## config.mk

```make
export PLATFORM = sky130hd
export DESIGN_NAME = sefc_mul
export DESIGN_NICKNAME = d
export VERILOG_FILES = /design/src/hw/rtl/sefc_pkg.sv /design/src/hw/rtl/sefc_mul.sv
export SDC_FILE = /design/constraint.sdc
export NUM_CORES = 2
export LEC_CHECK = 0
export BUFFER_PORTS_ARGS = -buffer_cell sky130_fd_sc_hd__buf_4
export CORE_MARGIN = 4
export CORE_UTILIZATION = 23
export CTS_CLUSTER_SIZE = 16
export DETAILED_ROUTE_END_ITERATION = 7
export PLACE_DENSITY = 0.38
export SLEW_MARGIN = 0
export SYNTH_ARGS = -nofsm -noshare
export SYNTH_HDL_FRONTEND = slang
export SYNTH_SLANG_ARGS = --single-unit
```

## constraint.sdc

```tcl
create_clock -name i_clk -period 15.6 [get_ports i_clk]
set_clock_uncertainty 0.2 [all_clocks]
set_input_delay 0.78 -clock i_clk [delete_from_list [all_inputs] [get_ports i_clk]]
set_output_delay 0.78 -clock i_clk [all_outputs]
set_load 0.02 [all_outputs]
```

## src/hw/rtl/sefc_pkg.sv

```systemverilog
// Shared types, constants, saturating arithmetic and the microprogram of the series core.
`timescale 1ns / 1ps

package sefc_pkg;

    // pi held to 62 fraction bits
    localparam logic [63:0] PI_Q62     = 64'hC90F_DAA2_2168_C234;
    localparam int          SQRT_STEPS = 20;
    localparam int          ARG_FRAC   = 24;
    localparam int          PC_W       = 6;

    localparam logic [63:0] S64_MAX = 64'h7FFF_FFFF_FFFF_FFFF;
    localparam logic [63:0] S64_MIN = 64'h8000_0000_0000_0000;

    // function codes
    localparam logic [2:0] FN_EXP  = 3'd0;
    localparam logic [2:0] FN_SIN  = 3'd1;
    localparam logic [2:0] FN_COS  = 3'd2;
    localparam logic [2:0] FN_SQRT = 3'd3;
    localparam logic [2:0] FN_LOG  = 3'd4;

    // microprogram labels
    localparam logic [PC_W-1:0] PC_EXP      = 6'd0;
    localparam logic [PC_W-1:0] PC_EXP_LOOP = 6'd2;
    localparam logic [PC_W-1:0] PC_SIN      = 6'd6;
    localparam logic [PC_W-1:0] PC_SIN_RED  = 6'd7;
    localparam logic [PC_W-1:0] PC_SIN_HALF = 6'd9;
    localparam logic [PC_W-1:0] PC_SIN_INIT = 6'd11;
    localparam logic [PC_W-1:0] PC_SIN_LOOP = 6'd15;
    localparam logic [PC_W-1:0] PC_SIN_END  = 6'd20;
    localparam logic [PC_W-1:0] PC_COS      = 6'd21;
    localparam logic [PC_W-1:0] PC_SQRT     = 6'd22;
    localparam logic [PC_W-1:0] PC_SQRT_LP  = 6'd24;
    localparam logic [PC_W-1:0] PC_LOG      = 6'd28;
    localparam logic [PC_W-1:0] PC_LOG_LOOP = 6'd34;
    localparam logic [PC_W-1:0] PC_ZERO     = 6'd39;

    typedef enum logic [3:0] {
        OP_NOP, OP_MOV, OP_ADD, OP_SUB, OP_SUBN, OP_ABS, OP_NEGP,
        OP_MUL, OP_DIV, OP_IDIV, OP_DONE
    } t_op;

    typedef enum logic [3:0] {
        SRC_X, SRC_SUM, SRC_TERM, SRC_T, SRC_SQ, SRC_ZERO, SRC_ONE,
        SRC_NEGONE, SRC_PI, SRC_TWOPI, SRC_HALFPI
    } t_src;

    typedef enum logic [2:0] {
        D_X, D_SUM, D_TERM, D_T, D_SQ
    } t_dst;

    typedef enum logic [1:0] {
        K_I, K_SIN, K_ODD, K_TWO
    } t_ksel;

    typedef enum logic [1:0] {
        CNT_KEEP, CNT_CLR, CNT_SET1, CNT_INC
    } t_cnt;

    typedef enum logic [2:0] {
        C_NEXT, C_ALWAYS, C_NGT, C_LE0, C_NNEG, C_ILT_SER, C_ILT_LOG, C_ILT_SQRT
    } t_cond;

    typedef struct packed {
        t_op             op;
        t_src            a;
        t_src            b;
        t_dst            d;
        t_ksel           k;
        t_cnt            cnt;
        t_cond           cond;
        logic [PC_W-1:0] tgt;
    } t_word;

    typedef struct packed {
        logic        sat;
        logic [63:0] val;
    } t_sval;

    typedef struct packed {
        logic  done;
        t_sval res;
    } t_rsp;

    typedef struct packed {
        logic start;
        logic int_mode;
    } t_div_req;

    function automatic logic [63:0] mag(input logic [63:0] v);
        return v[63] ? (64'd0 - v) : v;
    endfunction

    // clamp a magnitude and sign into the signed 64-bit range
    function automatic t_sval pack(input logic [63:0] m, input logic neg, input logic ovf);
        t_sval       r;
        logic [63:0] lim;
        lim = neg ? S64_MIN : S64_MAX;
        if (ovf || m > lim) begin
            r.sat = 1'b1;
            r.val = neg ? S64_MIN : S64_MAX;
        end else begin
            r.sat = 1'b0;
            r.val = neg ? (64'd0 - m) : m;
        end
        return r;
    endfunction

    function automatic t_sval sadd(input logic [63:0] a, input logic [63:0] b);
        t_sval       r;
        logic [64:0] s;
        s = {a[63], a} + {b[63], b};
        if (s[64] != s[63]) begin
            r.sat = 1'b1;
            r.val = s[64] ? S64_MIN : S64_MAX;
        end else begin
            r.sat = 1'b0;
            r.val = s[63:0];
        end
        return r;
    endfunction

    function automatic t_word mk(input t_op op, input t_src a, input t_src b, input t_dst d,
                                 input t_ksel k, input t_cnt cnt, input t_cond cond,
                                 input logic [PC_W-1:0] tgt);
        t_word w;
        w.op   = op;
        w.a    = a;
        w.b    = b;
        w.d    = d;
        w.k    = k;
        w.cnt  = cnt;
        w.cond = cond;
        w.tgt  = tgt;
        return w;
    endfunction

    function automatic logic [PC_W-1:0] entry_pc(input logic [2:0] func);
        logic [PC_W-1:0] p;
        case (func)
            FN_EXP:  p = PC_EXP;
            FN_SIN:  p = PC_SIN;
            FN_COS:  p = PC_COS;
            FN_SQRT: p = PC_SQRT;
            FN_LOG:  p = PC_LOG;
            default: p = PC_ZERO;
        endcase
        return p;
    endfunction

    // control store
    function automatic t_word uc_word(input logic [PC_W-1:0] pc);
        t_word w;
        case (pc)
            // exp: 1 + sum of term *= x/i
            6'd0:  w = mk(OP_MOV,  SRC_ONE,  SRC_ZERO,  D_SUM,  K_I,   CNT_SET1, C_NEXT, PC_ZERO);
            6'd1:  w = mk(OP_MOV,  SRC_ONE,  SRC_ZERO,  D_TERM, K_I,   CNT_KEEP, C_NEXT, PC_ZERO);
            6'd2:  w = mk(OP_IDIV, SRC_X,    SRC_ZERO,  D_T,    K_I,   CNT_KEEP, C_NEXT, PC_ZERO);
            6'd3:  w = mk(OP_MUL,  SRC_TERM, SRC_T,     D_TERM, K_I,   CNT_KEEP, C_NEXT, PC_ZERO);
            6'd4:  w = mk(OP_ADD,  SRC_SUM,  SRC_TERM,  D_SUM,  K_I,   CNT_INC, C_ILT_SER,
                          PC_EXP_LOOP);
            6'd5:  w = mk(OP_DONE, SRC_SUM,  SRC_ZERO,  D_SUM,  K_I,   CNT_KEEP, C_NEXT, PC_ZERO);
            // sin: fold into 0..pi, then odd series
            6'd6:  w = mk(OP_ABS,  SRC_X,    SRC_ZERO,  D_X,    K_I,   CNT_KEEP, C_NEXT, PC_ZERO);
            6'd7:  w = mk(OP_NOP,  SRC_X,    SRC_TWOPI, D_X,    K_I,   CNT_KEEP, C_NGT,
                          PC_SIN_HALF);
            6'd8:  w = mk(OP_SUB,  SRC_X,    SRC_TWOPI, D_X,    K_I,   CNT_KEEP, C_ALWAYS,
                          PC_SIN_RED);
            6'd9:  w = mk(OP_NOP,  SRC_X,    SRC_PI,    D_X,    K_I,   CNT_KEEP, C_NGT,
                          PC_SIN_INIT);
            6'd10: w = mk(OP_SUBN, SRC_X,    SRC_PI,    D_X,    K_I,   CNT_KEEP, C_NEXT, PC_ZERO);
            6'd11: w = mk(OP_MOV,  SRC_X,    SRC_ZERO,  D_SUM,  K_I,   CNT_KEEP, C_NEXT, PC_ZERO);
            6'd12: w = mk(OP_MOV,  SRC_X,    SRC_ZERO,  D_TERM, K_I,   CNT_SET1, C_NEXT, PC_ZERO);
            6'd13: w = mk(OP_MUL,  SRC_X,    SRC_X,     D_SQ,   K_I,   CNT_KEEP, C_NEXT, PC_ZERO);
            6'd14: w = mk(OP_NEGP, SRC_SQ,   SRC_ZERO,  D_SQ,   K_I,   CNT_KEEP, C_NEXT, PC_ZERO);
            6'd15: w = mk(OP_IDIV, SRC_SQ,   SRC_ZERO,  D_T,    K_SIN, CNT_KEEP, C_NEXT, PC_ZERO);
            6'd16: w = mk(OP_MUL,  SRC_TERM, SRC_T,     D_TERM, K_I,   CNT_KEEP, C_NEXT, PC_ZERO);
            6'd17: w = mk(OP_ADD,  SRC_SUM,  SRC_TERM,  D_SUM,  K_I,   CNT_INC, C_ILT_SER,
                          PC_SIN_LOOP);
            6'd18: w = mk(OP_NOP,  SRC_SUM,  SRC_ZERO,  D_SUM,  K_I,   CNT_KEEP, C_NNEG,
                          PC_SIN_END);
            6'd19: w = mk(OP_NEGP, SRC_SUM,  SRC_ZERO,  D_SUM,  K_I,   CNT_KEEP, C_NEXT, PC_ZERO);
            6'd20: w = mk(OP_DONE, SRC_SUM,  SRC_ZERO,  D_SUM,  K_I,   CNT_KEEP, C_NEXT, PC_ZERO);
            // cos: shift by pi/2 and run sin
            6'd21: w = mk(OP_ADD,  SRC_X,    SRC_HALFPI, D_X,   K_I,   CNT_KEEP, C_ALWAYS, PC_SIN);
            // sqrt: Newton steps from guess = x
            6'd22: w = mk(OP_NOP,  SRC_X,    SRC_ZERO,  D_X,    K_I,   CNT_KEEP, C_LE0, PC_ZERO);
            6'd23: w = mk(OP_MOV,  SRC_X,    SRC_ZERO,  D_SUM,  K_I,   CNT_CLR, C_NEXT, PC_ZERO);
            6'd24: w = mk(OP_DIV,  SRC_X,    SRC_SUM,   D_T,    K_I,   CNT_KEEP, C_NEXT, PC_ZERO);
            6'd25: w = mk(OP_ADD,  SRC_SUM,  SRC_T,     D_T,    K_I,   CNT_KEEP, C_NEXT, PC_ZERO);
            6'd26: w = mk(OP_IDIV, SRC_T,    SRC_ZERO,  D_SUM,  K_TWO, CNT_INC, C_ILT_SQRT,
                          PC_SQRT_LP);
            6'd27: w = mk(OP_DONE, SRC_SUM,  SRC_ZERO,  D_SUM,  K_I,   CNT_KEEP, C_NEXT, PC_ZERO);
            // log: atanh series on (x-1)/(x+1)
            6'd28: w = mk(OP_NOP,  SRC_X,    SRC_ZERO,  D_X,    K_I,   CNT_KEEP, C_LE0, PC_ZERO);
            6'd29: w = mk(OP_ADD,  SRC_X,    SRC_NEGONE, D_T,   K_I,   CNT_KEEP, C_NEXT, PC_ZERO);
            6'd30: w = mk(OP_ADD,  SRC_X,    SRC_ONE,   D_SQ,   K_I,   CNT_KEEP, C_NEXT, PC_ZERO);
            6'd31: w = mk(OP_DIV,  SRC_T,    SRC_SQ,    D_TERM, K_I,   CNT_KEEP, C_NEXT, PC_ZERO);
            6'd32: w = mk(OP_MUL,  SRC_TERM, SRC_TERM,  D_SQ,   K_I,   CNT_KEEP, C_NEXT, PC_ZERO);
            6'd33: w = mk(OP_MOV,  SRC_ZERO, SRC_ZERO,  D_SUM,  K_I,   CNT_SET1, C_NEXT, PC_ZERO);
            6'd34: w = mk(OP_IDIV, SRC_TERM, SRC_ZERO,  D_T,    K_ODD, CNT_KEEP, C_NEXT, PC_ZERO);
            6'd35: w = mk(OP_ADD,  SRC_SUM,  SRC_T,     D_SUM,  K_I,   CNT_KEEP, C_NEXT, PC_ZERO);
            6'd36: w = mk(OP_MUL,  SRC_TERM, SRC_SQ,    D_TERM, K_I,   CNT_INC, C_ILT_LOG,
                          PC_LOG_LOOP);
            6'd37: w = mk(OP_ADD,  SRC_SUM,  SRC_SUM,   D_SUM,  K_I,   CNT_KEEP, C_NEXT, PC_ZERO);
            6'd38: w = mk(OP_DONE, SRC_SUM,  SRC_ZERO,  D_SUM,  K_I,   CNT_KEEP, C_NEXT, PC_ZERO);
            // zero result for bad domain or unused code
            default: w = mk(OP_DONE, SRC_ZERO, SRC_ZERO, D_SUM, K_I,  CNT_KEEP, C_NEXT, PC_ZERO);
        endcase
        return w;
    endfunction

endpackage

```

## src/hw/rtl/sefc_mul.sv

```systemverilog
// Fixed point multiplier: one 32x32 partial product per cycle, truncate and saturate.
`timescale 1ns / 1ps

module sefc_mul
    import sefc_pkg::*;
#(
    parameter int FRAC_BITS = 40
) (
    input  logic        i_clk,
    input  logic        i_rst_n,
    input  logic        i_start,
    input  logic [63:0] i_a,
    input  logic [63:0] i_b,
    output t_rsp        o_rsp
);

    logic         r_busy;
    logic         r_fin;
    logic         r_done;
    logic [1:0]   r_step;
    logic [63:0]  r_ma;
    logic [63:0]  r_mb;
    logic         r_neg;
    logic [127:0] r_acc;
    t_sval        r_res;

    logic [31:0]  w_ha;
    logic [31:0]  w_hb;
    logic [63:0]  w_pp;
    logic [127:0] w_add;
    t_sval        w_pk;

    // select halves and align the partial product
    always_comb begin
        w_ha = r_step[0] ? r_ma[63:32] : r_ma[31:0];
        w_hb = r_step[1] ? r_mb[63:32] : r_mb[31:0];
        w_pp = w_ha * w_hb;
        case (r_step)
            2'd0:       w_add = {64'd0, w_pp};
            2'd1, 2'd2: w_add = {32'd0, w_pp, 32'd0};
            default:    w_add = {w_pp, 64'd0};
        endcase
        w_pk = pack(r_acc[FRAC_BITS+63:FRAC_BITS], r_neg, |r_acc[127:FRAC_BITS+64]);
    end

    // accumulate four partial products, then pack
    always_ff @(posedge i_clk) begin
        if (!i_rst_n) begin
            r_busy <= 1'b0;
            r_fin  <= 1'b0;
            r_done <= 1'b0;
        end else begin
            r_done <= 1'b0;
            if (i_start) begin
                r_ma   <= mag(i_a);
                r_mb   <= mag(i_b);
                r_neg  <= i_a[63] ^ i_b[63];
                r_acc  <= '0;
                r_step <= 2'd0;
                r_busy <= 1'b1;
            end else if (r_busy) begin
                r_acc  <= r_acc + w_add;
                r_step <= r_step + 2'd1;
                if (r_step == 2'd3) begin
                    r_busy <= 1'b0;
                    r_fin  <= 1'b1;
                end
            end else if (r_fin) begin
                r_fin  <= 1'b0;
                r_res  <= w_pk;
                r_done <= 1'b1;
            end
        end
    end

    assign o_rsp.done = r_done;
    assign o_rsp.res  = r_res;

endmodule

```

# Yosys cells after proc, flatten, opt, wreduce, memory -nomap -nowiden

Index checks and enable logic that the tools add are counted.

$add $sub $neg: 5
Multiply operators: 1
Magnitude comparators: 1
Equal/unequal tests: 4
Muxes and demuxes: 16
Bitwise operators: 4
Reductions and logical operators: 10

Operator list:

| cell                                                                   | number |
|---|---|
| 128-bit one-hot mux with 2 select lines                                | 1 |
| 1-bit by 64-bit subtractor with 64-bit output (first input constant)   | 3 |
| 128-bit adder                                                          | 1 |
| 128-bit two-way mux                                                    | 1 |
| 64-bit two-way mux                                                     | 2 |
| 63-bit two-way mux                                                     | 2 |
| 65-bit two-way mux                                                     | 1 |
| 64-bit greater-than comparator                                         | 1 |
| 32-bit by 32-bit multiplier with 64-bit output                         | 1 |
| 32-bit two-way mux                                                     | 2 |
| 24-bit OR reduction                                                    | 1 |
| 1-bit two-way mux                                                      | 6 |
| 2-bit AND reduction                                                    | 3 |
| 2-bit equality test (second input constant)                            | 2 |
| 4-bit AND reduction                                                    | 1 |
| 1-bit NOT                                                              | 3 |
| 3-bit OR reduction                                                     | 1 |
| 2-bit by 1-bit adder with 2-bit output (second input constant)         | 1 |
| 2-bit by 1-bit equality test with 1-bit output (second input constant) | 1 |
| 2-bit logical NOT                                                      | 1 |
| 2-bit two-way mux                                                      | 1 |
| 2-bit by 1-bit != test with 1-bit output (second input constant)       | 1 |
| 2-bit nonzero test                                                     | 1 |
| 2-bit OR reduction                                                     | 1 |
| 2 further kinds                                                        | 2 |

Flip-flop bits (word level): 327
Bits of input ports: 131
Output and inout port bits: 66

# Logic depth before layout (Yosys ltp)

Word-level depth: 5
Depth in mapped cells: 44
Gate-level depth less buffers: 40

# Least setup slack after synthesis

OpenSTA, ideal clock, no wires.

Path type: reg2reg
Start point: reg r_step[1]
End point: reg r_acc[121] (data pin)
Setup time: 0.260 ns
Arrival time: 11.742 ns
Slack: 3.398 ns
Cell stages (with the launch flop): 40
Path buffers: 4
Clock period less this slack: 12.202 ns
Path through: edfxtp_1 -> clkbuf_1 -> clkbuf_1 -> mux2i_1 -> clkbuf_1 -> nor2_1 -> fa_1 -> fa_1 -> fa_1 -> inv_1 -> fa_1 -> inv_1 -> fa_1 -> inv_1 -> fa_1 -> inv_1 -> fa_1 -> fa_1 -> [... 4 more ...] -> nor3b_1 -> o211ai_1 -> o31ai_1 -> a21oi_1 -> o41ai_1 -> a21boi_0 -> xnor2_1 -> a22o_1 -> ha_1 -> clkbuf_1 -> nand4_1 -> or4_1 -> o211ai_1 -> a21o_1 -> nand3_1 -> o41ai_1 -> a41oi_1 -> mux2_2

Word-level cells in the longest chain between the ends: 5
Elaborated cells between the ends (all ways): 9
Those cells by class: 1 x add/sub; 1 x mul; 2 x eq/ne; 3 x mux; 2 x reduce/logical

Ends and longest elaborated chain:

| element                                                                                     | line                           | RTL |
|---|---|---|
| from (decl)                                                                                 | sefc_mul.sv:20                 | `logic [1:0] r_step;` |
| from (signal assigned)                                                                      | sefc_mul.sv:63                 | `r_step <= r_step + 2'd1;` |
| 32-bit two-way mux (tied with other cells)                                                  | sefc_mul.sv:36                 | `w_hb = r_step[1] ? r_mb[63:32] : r_mb[31:0];` |
| 32-bit by 32-bit multiplier with 64-bit output / 2-bit OR reduction (equally long branches) | sefc_mul.sv:37, sefc_mul.sv:38 |  |
| 128-bit one-hot mux with 2 select lines *                                                   | sefc_mul.sv:38                 | `case (r_step)` |
| 128-bit adder *                                                                             | sefc_mul.sv:62                 | `r_acc <= r_acc + w_add;` |
| 128-bit two-way mux *                                                                       | sefc_mul.sv:61                 | `end else if (r_busy) begin` |
| to (signal assigned)                                                                        | sefc_mul.sv:62                 |  |
| to (decl)                                                                                   | sefc_mul.sv:24                 | `logic [127:0] r_acc;` |

Mark *: on every way between the ends. The rest lies on a longest branch, timed or not. The select of a mux whose other input is x is not followed.
A chain may end at the register's enable or synchronous reset.

# Worst setup path after layout

Start point: reg r_step[0]
End point: reg r_acc[105] (data pin)

Word-level cells in the longest chain between the ends: 5
Elaborated cells between the ends (all ways): 9
Those cells by class: 1 x add/sub; 1 x mul; 2 x eq/ne; 3 x mux; 2 x reduce/logical

Ends and longest elaborated chain:

| element                                                                                     | line                           | RTL |
|---|---|---|
| 32-bit two-way mux (tied with other cells)                                                  | sefc_mul.sv:35                 | `w_ha = r_step[0] ? r_ma[63:32] : r_ma[31:0];` |
| 32-bit by 32-bit multiplier with 64-bit output / 2-bit OR reduction (equally long branches) | sefc_mul.sv:37, sefc_mul.sv:38 |  |
| 128-bit one-hot mux with 2 select lines *                                                   | sefc_mul.sv:38                 |  |
| 128-bit adder *                                                                             | sefc_mul.sv:62                 |  |
| 128-bit two-way mux *                                                                       | sefc_mul.sv:61                 |  |

Marked as above.

==> flow_summary.yaml <==
detailed_routing:
  vias: 49410
  drt-pass1-iter-count: 6
  ant_nets: 0
  drc: 0
  wirelength_um: 246600
  drt_iter0_markers: 4077
  viasPerCell: 4.834
  post_drt_wl_per_cell_um: 24.12
logic_synthesis:
  ys_types: 82
  ys_ff_latch: 327
  ys.warnings.count: 0
  synth_area_leaders: "fa_1 30%, edfxtp_1 16%, ha_1 9.7%"
  synth_edf_count: 324
  syn_area_um2: 59140
  syn_avg_cell_area_um2: 8.787
  synth_top_area_share_pct: 30.36
  ys_seq_area_share_pct: 16.55
  async_reset_ff_share_pct: 0
  yosys_most_used_dff: "edfxtp_1"
  yosys.area.top_type: "fa_1"
  syn_nets: 8218
  syn_inst: 6731
floorplan:
  core_um2: 255100
  die_area_um2: 265300
  die_h_um: 515.1
  chipWidth_um: 515.1
  num_rows: 185
  io-pin-count: 197
  initial_core_util_pct: 23.19
worst_setup_path:
  slowest_stage: "edfxtp_1"
  critPathArrivalTime_ps: 14800
  path_buf_inv: 7
  crit_type: "flop to flop"
  critPathTopFamily: "adder cells"
  cp_max_fo: 31
  end_kind: "flop"
  crit_required_ps: 15780
  max_stage_delay_ps: 940
  worstSetupStartpointType: "flop"
  crit_top_cell: "fa_1"
global_route:
  grt_pass1_wl_um: 358200
  grt_max_degree: 92
  antenna_found_initial: 2
  grt-ovfl-total: 0
  grt_usage_pct: 18.32
  grt_pass1_vias: 51130
cts:
  cts_setup_buffers: 0
  clk_pin_slew_ps: 60
  cts_resized: 0
  htree_levels: 2
  hold_buffers: 0
  clockBufferDepth: 3
  cts_root_buf: "clkbuf_16"
  clk-insertion-delay-late_ps: 730
  cts_num_sinks: 327
  cts_tree: "yes"
  cts_buffers: 47
final_layout:
  area_growth_pct: 12.99
  fin_nets: 8306
  final_cells: 10220
  fillCellCount: 27670
  drive_gt1_share_pct: 8.796
sta:
  worstMarginPinSlew_ps: 1390
  relSlewSlack_pct: 7.011
  fin_crit_ps: 14620
  fin_crit_sh_pct: 93.69
  setup_viol: 0
  clock.fmax_ghz: 0.06842
  hold_ws_ps: 150.0
  rsz0062_at_grt: "no"
  hold_viol: 0
  tns_ps: 0
  slew_violations: 0
  setup_ws_ps: 984.4
flow_run:
  drv_cap: 0
placed_design:
  post-place-cells: 10140
  port_buffers: 196
  place_ws_ps: 861.5
  dpl.hpwl_um: 200600
  gp_congestion: 0.9244
hold_path:
  hp-class: "primary input to flop"
outcome:
  outcome: "finished, final reports clean"
==> per-stage QoR <==
step	area [µm²]	utilization, %
6_report	66830	26.20
3_3_place_gp	65260	25.58
5_1_grt	66820	26.20
2_1_floorplan	59140	-
4_1_cts	66810	26.19
3_5_place_dp	65260	25.58
==> synthesized netlist by cell type, drive strengths merged (32+ instances only) <==
| master | instances |
|---|---|
| clkbuf | 291 |
| a21oi | 325 |
| o21ai | 252 |
| nand3 | 36 |
| edfxtp | 324 |
| a31oi | 32 |
| nand2b | 39 |
| nor2 | 965 |
| nand4 | 100 |
| o31ai | 48 |
| xor2 | 64 |
| mux2i | 82 |
| nand2 | 722 |
| fa | 897 |
| o21bai | 59 |
| ha | 459 |
| a21o | 121 |
| inv | 942 |
| nor4 | 41 |
| and2 | 49 |
| or3 | 37 |
| mux2 | 70 |
| nor3 | 108 |
| xnor2 | 230 |
| o22ai | 47 |
==> state kept, by name, summed over array words and instances (netlist names) <==
signal	count
r_step	2
r_neg	1
r_fin	1
r_mb	64
o_rsp	65
r_acc	128
r_ma	64
r_busy	1
r_done	1
==> final timing paths <==
path,from,end,slack [ps],cells after the start
worst max register to register,r_step[0],r_acc[105],980,41
worst max-delay path,r_step[0],r_acc[105],980,41
worst min register to register,r_busy,r_done,270,1
worst min-delay path,i_b[0],r_mb[0],150,1
==> layout by cell type (no fill, tap or decap), types with 17 or more instances in the layout <==
master     count
or4_1         23
nand2b_1      36
o31ai_1       48
ha_1         459
a211oi_1      23
a31oi_1       32
a21o_1       121
o21ai_0      251
o22ai_1       47
mux2i_4       17
o211ai_1      18
buf_4        355
o21bai_1      59
a21oi_1      325
o21a_1        30
nand4_1      100
and2_1        48
mux2i_2       35
o41ai_1       21
or2_2         22
xnor2_1      230
fa_1         897
nand2_1      722
clkbuf_16     47
a22o_1        25
edfxtp_1     324
nor2_1       964
nor2b_1       27
nor3_1       107
inv_1        941
xor2_1        64
mux2_2        70
nor4_1        41
or3_1         34
mux2i_1       30
nand3_1       36
==> final cells by class <==
type                       count  area [µm²]  area share, %
multi-input combinational   5139       44950          67.27
sequential                   327        9789          14.65
tap                         3366        4212          6.302
inverter                     944        3548          5.310
timing repair buffer         360        2765          4.138
clock buffer                  51        1191          1.782
clock inverter                34       361.6         0.5411
antenna                        2       5.005       0.007489
==> layer usage <==
metal	wire length, µm	GRT usage (%)
met1	112100	25.42
met2	111600	29.43
met3	13890	2.494
met4	8886	5.748
met5	73	0.2922
==> kinds of logic after synthesis <==
family | after synthesis | synth area share, %
fa+ha+maj | 1356 | 40.07
xor+xnor | 294 | 4.354
flops | 327 | 16.55
compound gates | 1108 | 11.83
simple gates | 2229 | 16.41
mux | 152 | 2.721
buf+inv | 1265 | 8.060
Power is not shown: default switching activity piles up to over one toggle a cycle in this logic, so the estimate is an artifact.
