## src/hw/rtl/sefc_pkg.sv

```systemverilog
// Shared types, constants, saturating arithmetic and the microprogram of the series core.
`timescale 1ns / 1ps

package sefc_pkg;

    // pi held to 62 fraction bits
    localparam logic [63:0] PI_Q62     = 64'hC90F_DAA2_2168_C234;
    localparam int          SQRT_STEPS = 20;
    localparam int          ARG_FRAC   = 24;
    localparam int          PC_W       = 6;

    localparam logic [63:0] S64_MAX = 64'h7FFF_FFFF_FFFF_FFFF;
    localparam logic [63:0] S64_MIN = 64'h8000_0000_0000_0000;

    // function codes
    localparam logic [2:0] FN_EXP  = 3'd0;
    localparam logic [2:0] FN_SIN  = 3'd1;
    localparam logic [2:0] FN_COS  = 3'd2;
    localparam logic [2:0] FN_SQRT = 3'd3;
    localparam logic [2:0] FN_LOG  = 3'd4;

    // microprogram labels
    localparam logic [PC_W-1:0] PC_EXP      = 6'd0;
    localparam logic [PC_W-1:0] PC_EXP_LOOP = 6'd2;
    localparam logic [PC_W-1:0] PC_SIN      = 6'd6;
    localparam logic [PC_W-1:0] PC_SIN_RED  = 6'd7;
    localparam logic [PC_W-1:0] PC_SIN_HALF = 6'd9;
    localparam logic [PC_W-1:0] PC_SIN_INIT = 6'd11;
    localparam logic [PC_W-1:0] PC_SIN_LOOP = 6'd15;
    localparam logic [PC_W-1:0] PC_SIN_END  = 6'd20;
    localparam logic [PC_W-1:0] PC_COS      = 6'd21;
    localparam logic [PC_W-1:0] PC_SQRT     = 6'd22;
    localparam logic [PC_W-1:0] PC_SQRT_LP  = 6'd24;
    localparam logic [PC_W-1:0] PC_LOG      = 6'd28;
    localparam logic [PC_W-1:0] PC_LOG_LOOP = 6'd34;
    localparam logic [PC_W-1:0] PC_ZERO     = 6'd39;

    typedef enum logic [3:0] {
        OP_NOP, OP_MOV, OP_ADD, OP_SUB, OP_SUBN, OP_ABS, OP_NEGP,
        OP_MUL, OP_DIV, OP_IDIV, OP_DONE
    } t_op;

    typedef enum logic [3:0] {
        SRC_X, SRC_SUM, SRC_TERM, SRC_T, SRC_SQ, SRC_ZERO, SRC_ONE,
        SRC_NEGONE, SRC_PI, SRC_TWOPI, SRC_HALFPI
    } t_src;

    typedef enum logic [2:0] {
        D_X, D_SUM, D_TERM, D_T, D_SQ
    } t_dst;

    typedef enum logic [1:0] {
        K_I, K_SIN, K_ODD, K_TWO
    } t_ksel;

    typedef enum logic [1:0] {
        CNT_KEEP, CNT_CLR, CNT_SET1, CNT_INC
    } t_cnt;

    typedef enum logic [2:0] {
        C_NEXT, C_ALWAYS, C_NGT, C_LE0, C_NNEG, C_ILT_SER, C_ILT_LOG, C_ILT_SQRT
    } t_cond;

    typedef struct packed {
        t_op             op;
        t_src            a;
        t_src            b;
        t_dst            d;
        t_ksel           k;
        t_cnt            cnt;
        t_cond           cond;
        logic [PC_W-1:0] tgt;
    } t_word;

    typedef struct packed {
        logic        sat;
        logic [63:0] val;
    } t_sval;

    typedef struct packed {
        logic  done;
        t_sval res;
    } t_rsp;

    typedef struct packed {
        logic start;
        logic int_mode;
    } t_div_req;

    function automatic logic [63:0] mag(input logic [63:0] v);
        return v[63] ? (64'd0 - v) : v;
    endfunction

    // clamp a magnitude and sign into the signed 64-bit range
    function automatic t_sval pack(input logic [63:0] m, input logic neg, input logic ovf);
        t_sval       r;
        logic [63:0] lim;
        lim = neg ? S64_MIN : S64_MAX;
        if (ovf || m > lim) begin
            r.sat = 1'b1;
            r.val = neg ? S64_MIN : S64_MAX;
        end else begin
            r.sat = 1'b0;
            r.val = neg ? (64'd0 - m) : m;
        end
        return r;
    endfunction

    function automatic t_sval sadd(input logic [63:0] a, input logic [63:0] b);
        t_sval       r;
        logic [64:0] s;
        s = {a[63], a} + {b[63], b};
        if (s[64] != s[63]) begin
            r.sat = 1'b1;
            r.val = s[64] ? S64_MIN : S64_MAX;
        end else begin
            r.sat = 1'b0;
            r.val = s[63:0];
        end
        return r;
    endfunction

    function automatic t_word mk(input t_op op, input t_src a, input t_src b, input t_dst d,
                                 input t_ksel k, input t_cnt cnt, input t_cond cond,
                                 input logic [PC_W-1:0] tgt);
        t_word w;
        w.op   = op;
        w.a    = a;
        w.b    = b;
        w.d    = d;
        w.k    = k;
        w.cnt  = cnt;
        w.cond = cond;
        w.tgt  = tgt;
        return w;
    endfunction

    function automatic logic [PC_W-1:0] entry_pc(input logic [2:0] func);
        logic [PC_W-1:0] p;
        case (func)
            FN_EXP:  p = PC_EXP;
            FN_SIN:  p = PC_SIN;
            FN_COS:  p = PC_COS;
            FN_SQRT: p = PC_SQRT;
            FN_LOG:  p = PC_LOG;
            default: p = PC_ZERO;
        endcase
        return p;
    endfunction

    // control store
    function automatic t_word uc_word(input logic [PC_W-1:0] pc);
        t_word w;
        case (pc)
            // exp: 1 + sum of term *= x/i
            6'd0:  w = mk(OP_MOV,  SRC_ONE,  SRC_ZERO,  D_SUM,  K_I,   CNT_SET1, C_NEXT, PC_ZERO);
            6'd1:  w = mk(OP_MOV,  SRC_ONE,  SRC_ZERO,  D_TERM, K_I,   CNT_KEEP, C_NEXT, PC_ZERO);
            6'd2:  w = mk(OP_IDIV, SRC_X,    SRC_ZERO,  D_T,    K_I,   CNT_KEEP, C_NEXT, PC_ZERO);
            6'd3:  w = mk(OP_MUL,  SRC_TERM, SRC_T,     D_TERM, K_I,   CNT_KEEP, C_NEXT, PC_ZERO);
            6'd4:  w = mk(OP_ADD,  SRC_SUM,  SRC_TERM,  D_SUM,  K_I,   CNT_INC, C_ILT_SER,
                          PC_EXP_LOOP);
            6'd5:  w = mk(OP_DONE, SRC_SUM,  SRC_ZERO,  D_SUM,  K_I,   CNT_KEEP, C_NEXT, PC_ZERO);
            // sin: fold into 0..pi, then odd series
            6'd6:  w = mk(OP_ABS,  SRC_X,    SRC_ZERO,  D_X,    K_I,   CNT_KEEP, C_NEXT, PC_ZERO);
            6'd7:  w = mk(OP_NOP,  SRC_X,    SRC_TWOPI, D_X,    K_I,   CNT_KEEP, C_NGT,
                          PC_SIN_HALF);
            6'd8:  w = mk(OP_SUB,  SRC_X,    SRC_TWOPI, D_X,    K_I,   CNT_KEEP, C_ALWAYS,
                          PC_SIN_RED);
            6'd9:  w = mk(OP_NOP,  SRC_X,    SRC_PI,    D_X,    K_I,   CNT_KEEP, C_NGT,
                          PC_SIN_INIT);
            6'd10: w = mk(OP_SUBN, SRC_X,    SRC_PI,    D_X,    K_I,   CNT_KEEP, C_NEXT, PC_ZERO);
            6'd11: w = mk(OP_MOV,  SRC_X,    SRC_ZERO,  D_SUM,  K_I,   CNT_KEEP, C_NEXT, PC_ZERO);
            6'd12: w = mk(OP_MOV,  SRC_X,    SRC_ZERO,  D_TERM, K_I,   CNT_SET1, C_NEXT, PC_ZERO);
            6'd13: w = mk(OP_MUL,  SRC_X,    SRC_X,     D_SQ,   K_I,   CNT_KEEP, C_NEXT, PC_ZERO);
            6'd14: w = mk(OP_NEGP, SRC_SQ,   SRC_ZERO,  D_SQ,   K_I,   CNT_KEEP, C_NEXT, PC_ZERO);
            6'd15: w = mk(OP_IDIV, SRC_SQ,   SRC_ZERO,  D_T,    K_SIN, CNT_KEEP, C_NEXT, PC_ZERO);
            6'd16: w = mk(OP_MUL,  SRC_TERM, SRC_T,     D_TERM, K_I,   CNT_KEEP, C_NEXT, PC_ZERO);
            6'd17: w = mk(OP_ADD,  SRC_SUM,  SRC_TERM,  D_SUM,  K_I,   CNT_INC, C_ILT_SER,
                          PC_SIN_LOOP);
            6'd18: w = mk(OP_NOP,  SRC_SUM,  SRC_ZERO,  D_SUM,  K_I,   CNT_KEEP, C_NNEG,
                          PC_SIN_END);
            6'd19: w = mk(OP_NEGP, SRC_SUM,  SRC_ZERO,  D_SUM,  K_I,   CNT_KEEP, C_NEXT, PC_ZERO);
            6'd20: w = mk(OP_DONE, SRC_SUM,  SRC_ZERO,  D_SUM,  K_I,   CNT_KEEP, C_NEXT, PC_ZERO);
            // cos: shift by pi/2 and run sin
            6'd21: w = mk(OP_ADD,  SRC_X,    SRC_HALFPI, D_X,   K_I,   CNT_KEEP, C_ALWAYS, PC_SIN);
            // sqrt: Newton steps from guess = x
            6'd22: w = mk(OP_NOP,  SRC_X,    SRC_ZERO,  D_X,    K_I,   CNT_KEEP, C_LE0, PC_ZERO);
            6'd23: w = mk(OP_MOV,  SRC_X,    SRC_ZERO,  D_SUM,  K_I,   CNT_CLR, C_NEXT, PC_ZERO);
            6'd24: w = mk(OP_DIV,  SRC_X,    SRC_SUM,   D_T,    K_I,   CNT_KEEP, C_NEXT, PC_ZERO);
            6'd25: w = mk(OP_ADD,  SRC_SUM,  SRC_T,     D_T,    K_I,   CNT_KEEP, C_NEXT, PC_ZERO);
            6'd26: w = mk(OP_IDIV, SRC_T,    SRC_ZERO,  D_SUM,  K_TWO, CNT_INC, C_ILT_SQRT,
                          PC_SQRT_LP);
            6'd27: w = mk(OP_DONE, SRC_SUM,  SRC_ZERO,  D_SUM,  K_I,   CNT_KEEP, C_NEXT, PC_ZERO);
            // log: atanh series on (x-1)/(x+1)
            6'd28: w = mk(OP_NOP,  SRC_X,    SRC_ZERO,  D_X,    K_I,   CNT_KEEP, C_LE0, PC_ZERO);
            6'd29: w = mk(OP_ADD,  SRC_X,    SRC_NEGONE, D_T,   K_I,   CNT_KEEP, C_NEXT, PC_ZERO);
            6'd30: w = mk(OP_ADD,  SRC_X,    SRC_ONE,   D_SQ,   K_I,   CNT_KEEP, C_NEXT, PC_ZERO);
            6'd31: w = mk(OP_DIV,  SRC_T,    SRC_SQ,    D_TERM, K_I,   CNT_KEEP, C_NEXT, PC_ZERO);
            6'd32: w = mk(OP_MUL,  SRC_TERM, SRC_TERM,  D_SQ,   K_I,   CNT_KEEP, C_NEXT, PC_ZERO);
            6'd33: w = mk(OP_MOV,  SRC_ZERO, SRC_ZERO,  D_SUM,  K_I,   CNT_SET1, C_NEXT, PC_ZERO);
            6'd34: w = mk(OP_IDIV, SRC_TERM, SRC_ZERO,  D_T,    K_ODD, CNT_KEEP, C_NEXT, PC_ZERO);
            6'd35: w = mk(OP_ADD,  SRC_SUM,  SRC_T,     D_SUM,  K_I,   CNT_KEEP, C_NEXT, PC_ZERO);
            6'd36: w = mk(OP_MUL,  SRC_TERM, SRC_SQ,    D_TERM, K_I,   CNT_INC, C_ILT_LOG,
                          PC_LOG_LOOP);
            6'd37: w = mk(OP_ADD,  SRC_SUM,  SRC_SUM,   D_SUM,  K_I,   CNT_KEEP, C_NEXT, PC_ZERO);
            6'd38: w = mk(OP_DONE, SRC_SUM,  SRC_ZERO,  D_SUM,  K_I,   CNT_KEEP, C_NEXT, PC_ZERO);
            // zero result for bad domain or unused code
            default: w = mk(OP_DONE, SRC_ZERO, SRC_ZERO, D_SUM, K_I,  CNT_KEEP, C_NEXT, PC_ZERO);
        endcase
        return w;
    endfunction

endpackage

```

## src/hw/rtl/sefc_div.sv

```systemverilog
// Restoring divider, one quotient bit per cycle: fixed point quotient or integer quotient.
`timescale 1ns / 1ps

module sefc_div
    import sefc_pkg::*;
#(
    parameter int FRAC_BITS = 40
) (
    input  logic        i_clk,
    input  logic        i_rst_n,
    input  t_div_req    i_req,
    input  logic [63:0] i_a,
    input  logic [63:0] i_b,
    output t_rsp        o_rsp
);

    logic         r_busy;
    logic         r_fin;
    logic         r_done;
    logic [127:0] r_dvd;
    logic [63:0]  r_dsr;
    logic [64:0]  r_rem;
    logic [63:0]  r_q;
    logic [6:0]   r_k;
    logic         r_ovf;
    logic         r_neg;
    t_sval        r_res;

    logic [63:0]  w_n;
    logic [63:0]  w_d;
    logic [64:0]  w_rsh;
    logic         w_ge;
    logic [64:0]  w_rnx;

    // one restoring step
    always_comb begin
        w_n   = mag(i_a);
        w_d   = mag(i_b);
        w_rsh = {r_rem[63:0], r_dvd[127]};
        w_ge  = (w_rsh >= {1'b0, r_dsr});
        w_rnx = w_ge ? (w_rsh - {1'b0, r_dsr}) : w_rsh;
    end

    always_ff @(posedge i_clk) begin
        if (!i_rst_n) begin
            r_busy <= 1'b0;
            r_fin  <= 1'b0;
            r_done <= 1'b0;
        end else begin
            r_done <= 1'b0;
            if (i_req.start) begin
                r_neg <= i_a[63] ^ i_b[63];
                if (w_d == 64'd0) begin
                    // zero divisor: clamp with the sign of the dividend
                    r_res  <= pack(64'd0, i_a[63], 1'b1);
                    r_done <= 1'b1;
                end else begin
                    r_dvd  <= i_req.int_mode ? {w_n, 64'd0} : ({64'd0, w_n} << FRAC_BITS);
                    r_k    <= i_req.int_mode ? 7'd63 : 7'd127;
                    r_dsr  <= w_d;
                    r_rem  <= '0;
                    r_q    <= '0;
                    r_ovf  <= 1'b0;
                    r_busy <= 1'b1;
                end
            end else if (r_busy) begin
                r_rem <= w_rnx;
                r_dvd <= r_dvd << 1;
                r_q   <= {r_q[62:0], w_ge};
                if (w_ge && r_k[6]) begin
                    r_ovf <= 1'b1;
                end
                r_k <= r_k - 7'd1;
                if (r_k == 7'd0) begin
                    r_busy <= 1'b0;
                    r_fin  <= 1'b1;
                end
            end else if (r_fin) begin
                r_fin  <= 1'b0;
                r_res  <= pack(r_q, r_neg, r_ovf);
                r_done <= 1'b1;
            end
        end
    end

    assign o_rsp.done = r_done;
    assign o_rsp.res  = r_res;

endmodule

```

## config.mk

```make
export PLATFORM = sky130hd
export DESIGN_NAME = sefc_div
export DESIGN_NICKNAME = d
export VERILOG_FILES = /design/src/hw/rtl/sefc_pkg.sv /design/src/hw/rtl/sefc_div.sv
export SDC_FILE = /design/constraint.sdc
export NUM_CORES = 1
export LEC_CHECK = 0
export BUFFER_PORTS_ARGS = -buffer_cell sky130_fd_sc_hd__buf_2
export CAP_MARGIN = 0
export CELL_PAD_IN_SITES_DETAIL_PLACEMENT = 0
export CELL_PAD_IN_SITES_GLOBAL_PLACEMENT = 1
export CORE_ASPECT_RATIO = 2
export CORE_UTILIZATION = 48
export DETAILED_ROUTE_END_ITERATION = 12
export GPL_TIMING_DRIVEN = 0
export PLACE_DENSITY_LB_ADDON = 0.1
export SLEW_MARGIN = 20
export SYNTH_ARGS = -nofsm -noshare
export SYNTH_HDL_FRONTEND = slang
export SYNTH_SLANG_ARGS = --single-unit
```

## constraint.sdc

```tcl
create_clock -name i_clk -period 14.8 [get_ports i_clk]
set_input_delay 0.74 -clock i_clk [delete_from_list [all_inputs] [get_ports i_clk]]
set_output_delay 0.74 -clock i_clk [all_outputs]
set_load 0.05 [all_outputs]
```

# Yosys cells after proc, flatten, opt, wreduce, memory -nomap -nowiden
# Index checks and enable logic that the tools add are counted.
[classes]
n_addsub = 5
bitwise = 3
shifts = 0
n_mul = 0
div = 0
eq_ne = 4
mux = 39
reduce_logical = 13
magnitude_cmp = 2
[op_table]
columns = ["cell", "n"]
rows = [
  ["64-bit 2-to-1 mux", 12],
  ["128-bit 2-to-1 mux", 4],
  ["65-bit 2-to-1 mux", 5],
  ["1-bit by 64-bit subtractor with 64-bit output (first input constant)", 3],
  ["65-bit by 64-bit >= comparator with 1-bit output", 1],
  ["64-bit greater-than comparator", 1],
  ["64-bit zero test", 1],
  ["64-bit subtractor", 1],
  ["7-bit 2-to-1 mux", 4],
  ["1-bit 2-to-1 mux", 14],
  ["4-bit AND reduction", 2],
  ["7-bit zero test", 1],
  ["7-bit by 1-bit subtractor with 7-bit output (second input constant)", 1],
  ["3-bit AND reduction", 2],
  ["2-bit nonzero test", 3],
  ["2-bit by 1-bit inequality test with 1-bit output (second input constant)", 2],
  ["2-bit inequality test (second input constant)", 2],
  ["2-bit AND reduction", 2],
  ["1-bit NOT", 2],
  ["1-bit logical AND", 1],
  ["1-bit logical OR", 1],
  ["1-bit XOR", 1],
]
[totals]
romBits = 0
in_bits = 132
out_inout_bits = 66
ramBits = 0
memories = 0
ff_bits = 397
elab_cells = 78
latch_bits = 0

# Logic depth before layout (Yosys ltp)
[logic_depth]
word_depth = 7
ltp_mapped = 14
ltp_nobuf = 13

# Worst setup path after synthesis
# No wires, ideal clock.
[synth_path]
kind = "input -> register"
start = "input port i_b[20]"
end = "register r_dvd[100], enable pin"
setup_time_ps = 810
required_ps = 13990
path_buffers = 2
arrival_ps = 12733
stages = 12
setup_slack_ps = 1257
cell_sequence = "buf_2 or4_4 or2_1 or4_1 or2_1 clkbuf_1 or4_1 xnor2_1 nand4_1 o2bb2ai_1 nor3_2 nor2_1"
[synth_via]
elab_chain_cells = 5
[synth_lines]
columns = ["element", "line_no", "text"]
rows = [
  ["start: declaration", "sefc_div.sv:13", "input logic [63:0] i_b,"],
  ["1-bit by 64-bit subtractor with 64-bit output", "sefc_pkg.sv:91", "return v[63] ? (64'd0 - v) : v;"],
  ["64-bit 2-to-1 mux *", "sefc_pkg.sv:91", ""],
  ["64-bit zero test *", "sefc_div.sv:53", "if (w_d == 64'd0) begin"],
  ["2-bit inequality test (no source line) *", "-", ""],
  ["3-bit AND reduction (no source line) *", "-", ""],
  ["end signal: assignment", "sefc_div.sv:58", "r_dvd <= i_req.int_mode ? {w_n, 64'd0} : ({64'd0, w_n} << FRAC_BITS);"],
  ["end signal: assignment", "sefc_div.sv:68", "r_dvd <= r_dvd << 1;"],
  ["end: declaration", "sefc_div.sv:20", "logic [127:0] r_dvd;"],
]
# Mark *: on every way between the ends. The rest lies on a longest branch, timed or not.
# A chain may end at the register's enable or synchronous reset.

# Final worst setup path
[layout_path]
start = "register r_rem[44]"
end = "register r_rem[56], data pin"
[layout_via]
elab_chain_cells = 4
word_cells_on_any_way = 5
[layout_lines]
columns = ["element", "line_no", "text"]
rows = [
  ["start: declaration", "sefc_div.sv:22", "logic [64:0] r_rem;"],
  ["start signal: assignment", "sefc_div.sv:67", "r_rem <= w_rnx;"],
  ["64-bit subtractor or 65-bit by 64-bit >= comparator with 1-bit output (tied branches)", "sefc_div.sv:41, sefc_div.sv:40", ""],
  ["64-bit 2-to-1 mux *", "sefc_div.sv:41", "w_rnx = w_ge ? (w_rsh - {1'b0, r_dsr}) : w_rsh;"],
  ["64-bit 2-to-1 mux *", "sefc_div.sv:66", "end else if (r_busy) begin"],
  ["64-bit 2-to-1 mux *", "sefc_div.sv:51", "if (i_req.start) begin"],
]
# Mark *: on every way between the ends. The rest lies on a longest branch, timed or not. The select of a mux whose other input is x is not followed.

==> impl_metrics.json <==
{
  "cts_max_level": 2,
  "antenna_found_initial": 7,
  "nets": 2936,
  "path_max_fanout": 10,
  "wl_per_cell_um": 23.5,
  "grt_start_max_net_pins": 56,
  "viasPerCell": 6.12,
  "pin_count": 198,
  "tritoncts": "yes",
  "synth_compound_area_frac": 0.182,
  "status": "complete, no violations",
  "gp_congestion": 0.963,
  "power_switching_uw": 960,
  "ys_ff_latch": 357,
  "synthMuxAreaShare": 0.0215,
  "synth_top_cell_area_share": 0.441,
  "syn_inst": 2426,
  "finalSetupViolCount": 0,
  "maxCapViolations": 0,
  "powerDensity_nw_per_um2": 110,
  "grt_pass1_wl_mm": 119,
  "die_h_um": 319,
  "synth_fp_nets": 2693,
  "finalCritPeriodShare": 0.403,
  "synth_top_area_cell": "edfxtp_1",
  "ys.flop_type": "edfxtp_1",
  "synth_area_per_cell_um2": 9.94,
  "vias": 20500,
  "synth_edf_count": 354,
  "worst-endpoint-arrival_ns": 6.25,
  "fill_cells": 4463,
  "hold_viol": 0,
  "slew_violations": 0,
  "power.leakage_nw": 10.6,
  "yosys.area_share.simple": 0.156,
  "post_cts_resized": 0,
  "grt_pass1_vias": 20600,
  "dpl_cell_area_um2": 26300,
  "ctsRootBufferMaster": "clkbuf_16",
  "hold_buffers": 0,
  "drive_above_1_share": 0.117,
  "slew_headroom": 0.235,
  "tightest_slew_ns": 1.15,
  "drc": 0,
  "combPwrFrac": 0.259,
  "internal_power_mw": 2.07,
  "fin_skew_ns": 0.0335,
  "dp_slack_ns": 8.45,
  "dieArea_um2": 51200,
  "core_area_um2": 49400,
  "post-cts-setup-buffers": 0,
  "syn2layout_area_growth_pct": 14.1,
  "p_clk_frac": 0.326,
  "hpwl_mm": 62.5,
  "fin_area_um2": 27500,
  "port_buffers": 188,
  "final_cells": 3345,
  "setup.worst_path.start_class": "flop",
  "irDropWorstVdd_uv": 98.4,
  "netlist_area_um2": 24100,
  "fin_tns_setup_ns": 0,
  "hold_path_class": "input port to flop",
  "row_count": 115,
  "cts_sinks": 357,
  "yosys_warnings": 0,
  "worst_slack_ns": 8.83,
  "critPathKind": "flop to flop",
  "yosysSeqAreaShare": 0.443,
  "yosys-top-cells-area": "edfxtp_1 (44%), ha_1 (7.0%), xor2_1 (4.8%)",
  "clk_pin_slew_ns": 0.07,
  "synth_top_family_by_area": "compound AO/OA/AOI/OAI gates",
  "fmax_mhz": 168,
  "final_core_util": 0.558,
  "antenna_left": 0,
  "dp_cells": 3274,
  "rsz0062_at_grt": "false",
  "start_util": 0.489,
  "drt_iter0_markers": 1309,
  "wirelength_mm": 78.7,
  "p_sw_frac": 0.317,
  "yosysUniqueCellTypes": 76,
  "min_period_ns": 5.97,
  "end_kind": "flop",
  "fp.dieW_um": 161,
  "insertion_delay_ns": 0.57,
  "cts_buffers": 36,
  "ctsLongestPathBuffers": 3,
  "synth_fa_ha_area_frac": 0.0703,
  "dr.pass1.iters": 7,
  "p_seq_frac": 0.415,
  "grt_usage": 0.307,
  "overflow": 0,
  "crit_required_ns": 15.08,
  "synthArstFlopShare": 0,
  "synthXorXnorAreaFrac": 0.0908
}
## per-layer routing
metal | global-route usage | up-vias | wire, um
met4 | 0.219 | 8 | 5990
met5 | 0 | - | 49
met2 | 0.577 | 795 | 41900
met3 | 0.0354 | 269 | 3930
met1 | 0.307 | 9815 | 26800
li1 | - | 9575 | -
## cell usage after synthesis (8+ instances only)
library cell	count
a21o_1	76
and4_1	10
and3_1	11
ha_1	134
nor2b_1	75
nor4_1	34
inv_1	111
nand2b_1	21
xor2_1	131
a22o_1	13
xnor2_1	119
nor3_1	40
a211oi_1	22
or4_1	35
o21bai_1	13
mux2_2	15
clkbuf_1	112
o21ai_0	188
o21a_1	16
o31ai_1	46
nand2_1	158
o22ai_1	8
edfxtp_1	354
o2bb2ai_1	39
nor2_1	170
buf_1	8
nand4_1	46
a31oi_1	11
or2_2	18
o41ai_1	33
or3_1	36
o211ai_1	15
nand3_1	35
a21oi_1	150
mux2i_1	35
## final timing paths
kind,end,slack [ns],from,depth (start not counted)
setup / recovery,r_rem[56],8.83,r_rem[44],13
hold / removal,r_dsr[0],0.41,i_b[0],1
setup reg to reg,r_rem[56],8.83,r_rem[44],13
hold reg to reg,r_fin,0.48,r_fin,2
## registers in the layout, indices dropped and copies added, names as in the netlist
register  count
r_dvd        88
o_rsp        65
r_dsr        64
r_q          64
r_rem        64
r_k           7
r_busy        1
r_done        1
r_fin         1
r_neg         1
r_ovf         1
## cell type report
cell class	instances	area, um2	area share
Tap cell	643	805	0.0292
Antenna cell	6	15.0	0.000546
Buffer	123	472	0.0171
Inverter	111	417	0.0151
Sequential cell	357	10700	0.388
Clock buffer	42	945	0.0343
Multi-Input combinational cell	1835	12600	0.457
Clock inverter	23	277	0.0100
Timing Repair Buffer	205	1310	0.0477
## critical path, cell delays in order (launching register included)
cell and delay (ns):
edfxtp_1 0.40, ha_1 0.29, clkbuf_1 0.32, nand4_1 0.40
nor4_2 0.70, nand4_1 0.25, o21ai_0 0.61, a211oi_1 0.16
o21ai_0 0.16, a211o_1 0.14, clkbuf_1 0.51, clkbuf_1 0.73
clkbuf_1 0.77, o21ai_0 0.21
## cells by family after synthesis
group | Yosys count
adder cells (fa/ha/maj) | 135
AND/OR/NAND/NOR | 724
XOR/XNOR | 250
flip-flops | 357
multiplexers | 50
buffers and inverters | 234
AO/OA/AOI/OAI | 676
## cell usage in the layout (no fill, tap or decap), types with 18 or more instances in the layout
cell and instances:
a211oi_1 21, a21o_1 76, a21oi_1 150, buf_2 189, clkbuf_1 116, clkbuf_16 37, edfxtp_1 354, ha_1 134
inv_1 111, mux2i_1 35, nand2_1 158, nand2b_1 21, nand3_1 35, nand4_1 46, nor2_1 168, nor2b_1 75
nor3_1 40, nor4_1 33, o21ai_0 188, o2bb2ai_1 39, o31ai_1 46, o41ai_1 32, or2_2 18, or3_1 36
or4_1 35, xnor2_1 119, xor2_1 131
## power groups by stage
stage          clock network, mW  registers (mW)  logic (mW)
2_1_floorplan                  0            1.28       0.524
3_3_place_gp                   0            1.30       0.745
3_5_place_dp                   0            1.28       0.776
4_1_cts                     1.00            1.26       0.780
5_1_grt                     1.03            1.27       0.859
6_report                   0.988            1.26       0.785
## stage by stage
stage          power, mW  hold WS, ns
2_1_floorplan       1.80        0.433
3_3_place_gp        2.05        0.444
3_5_place_dp        2.06        0.468
4_1_cts             3.04        0.392
5_1_grt             3.16        0.413
6_report            3.03        0.414
Power figures use the tool's default switching activity.
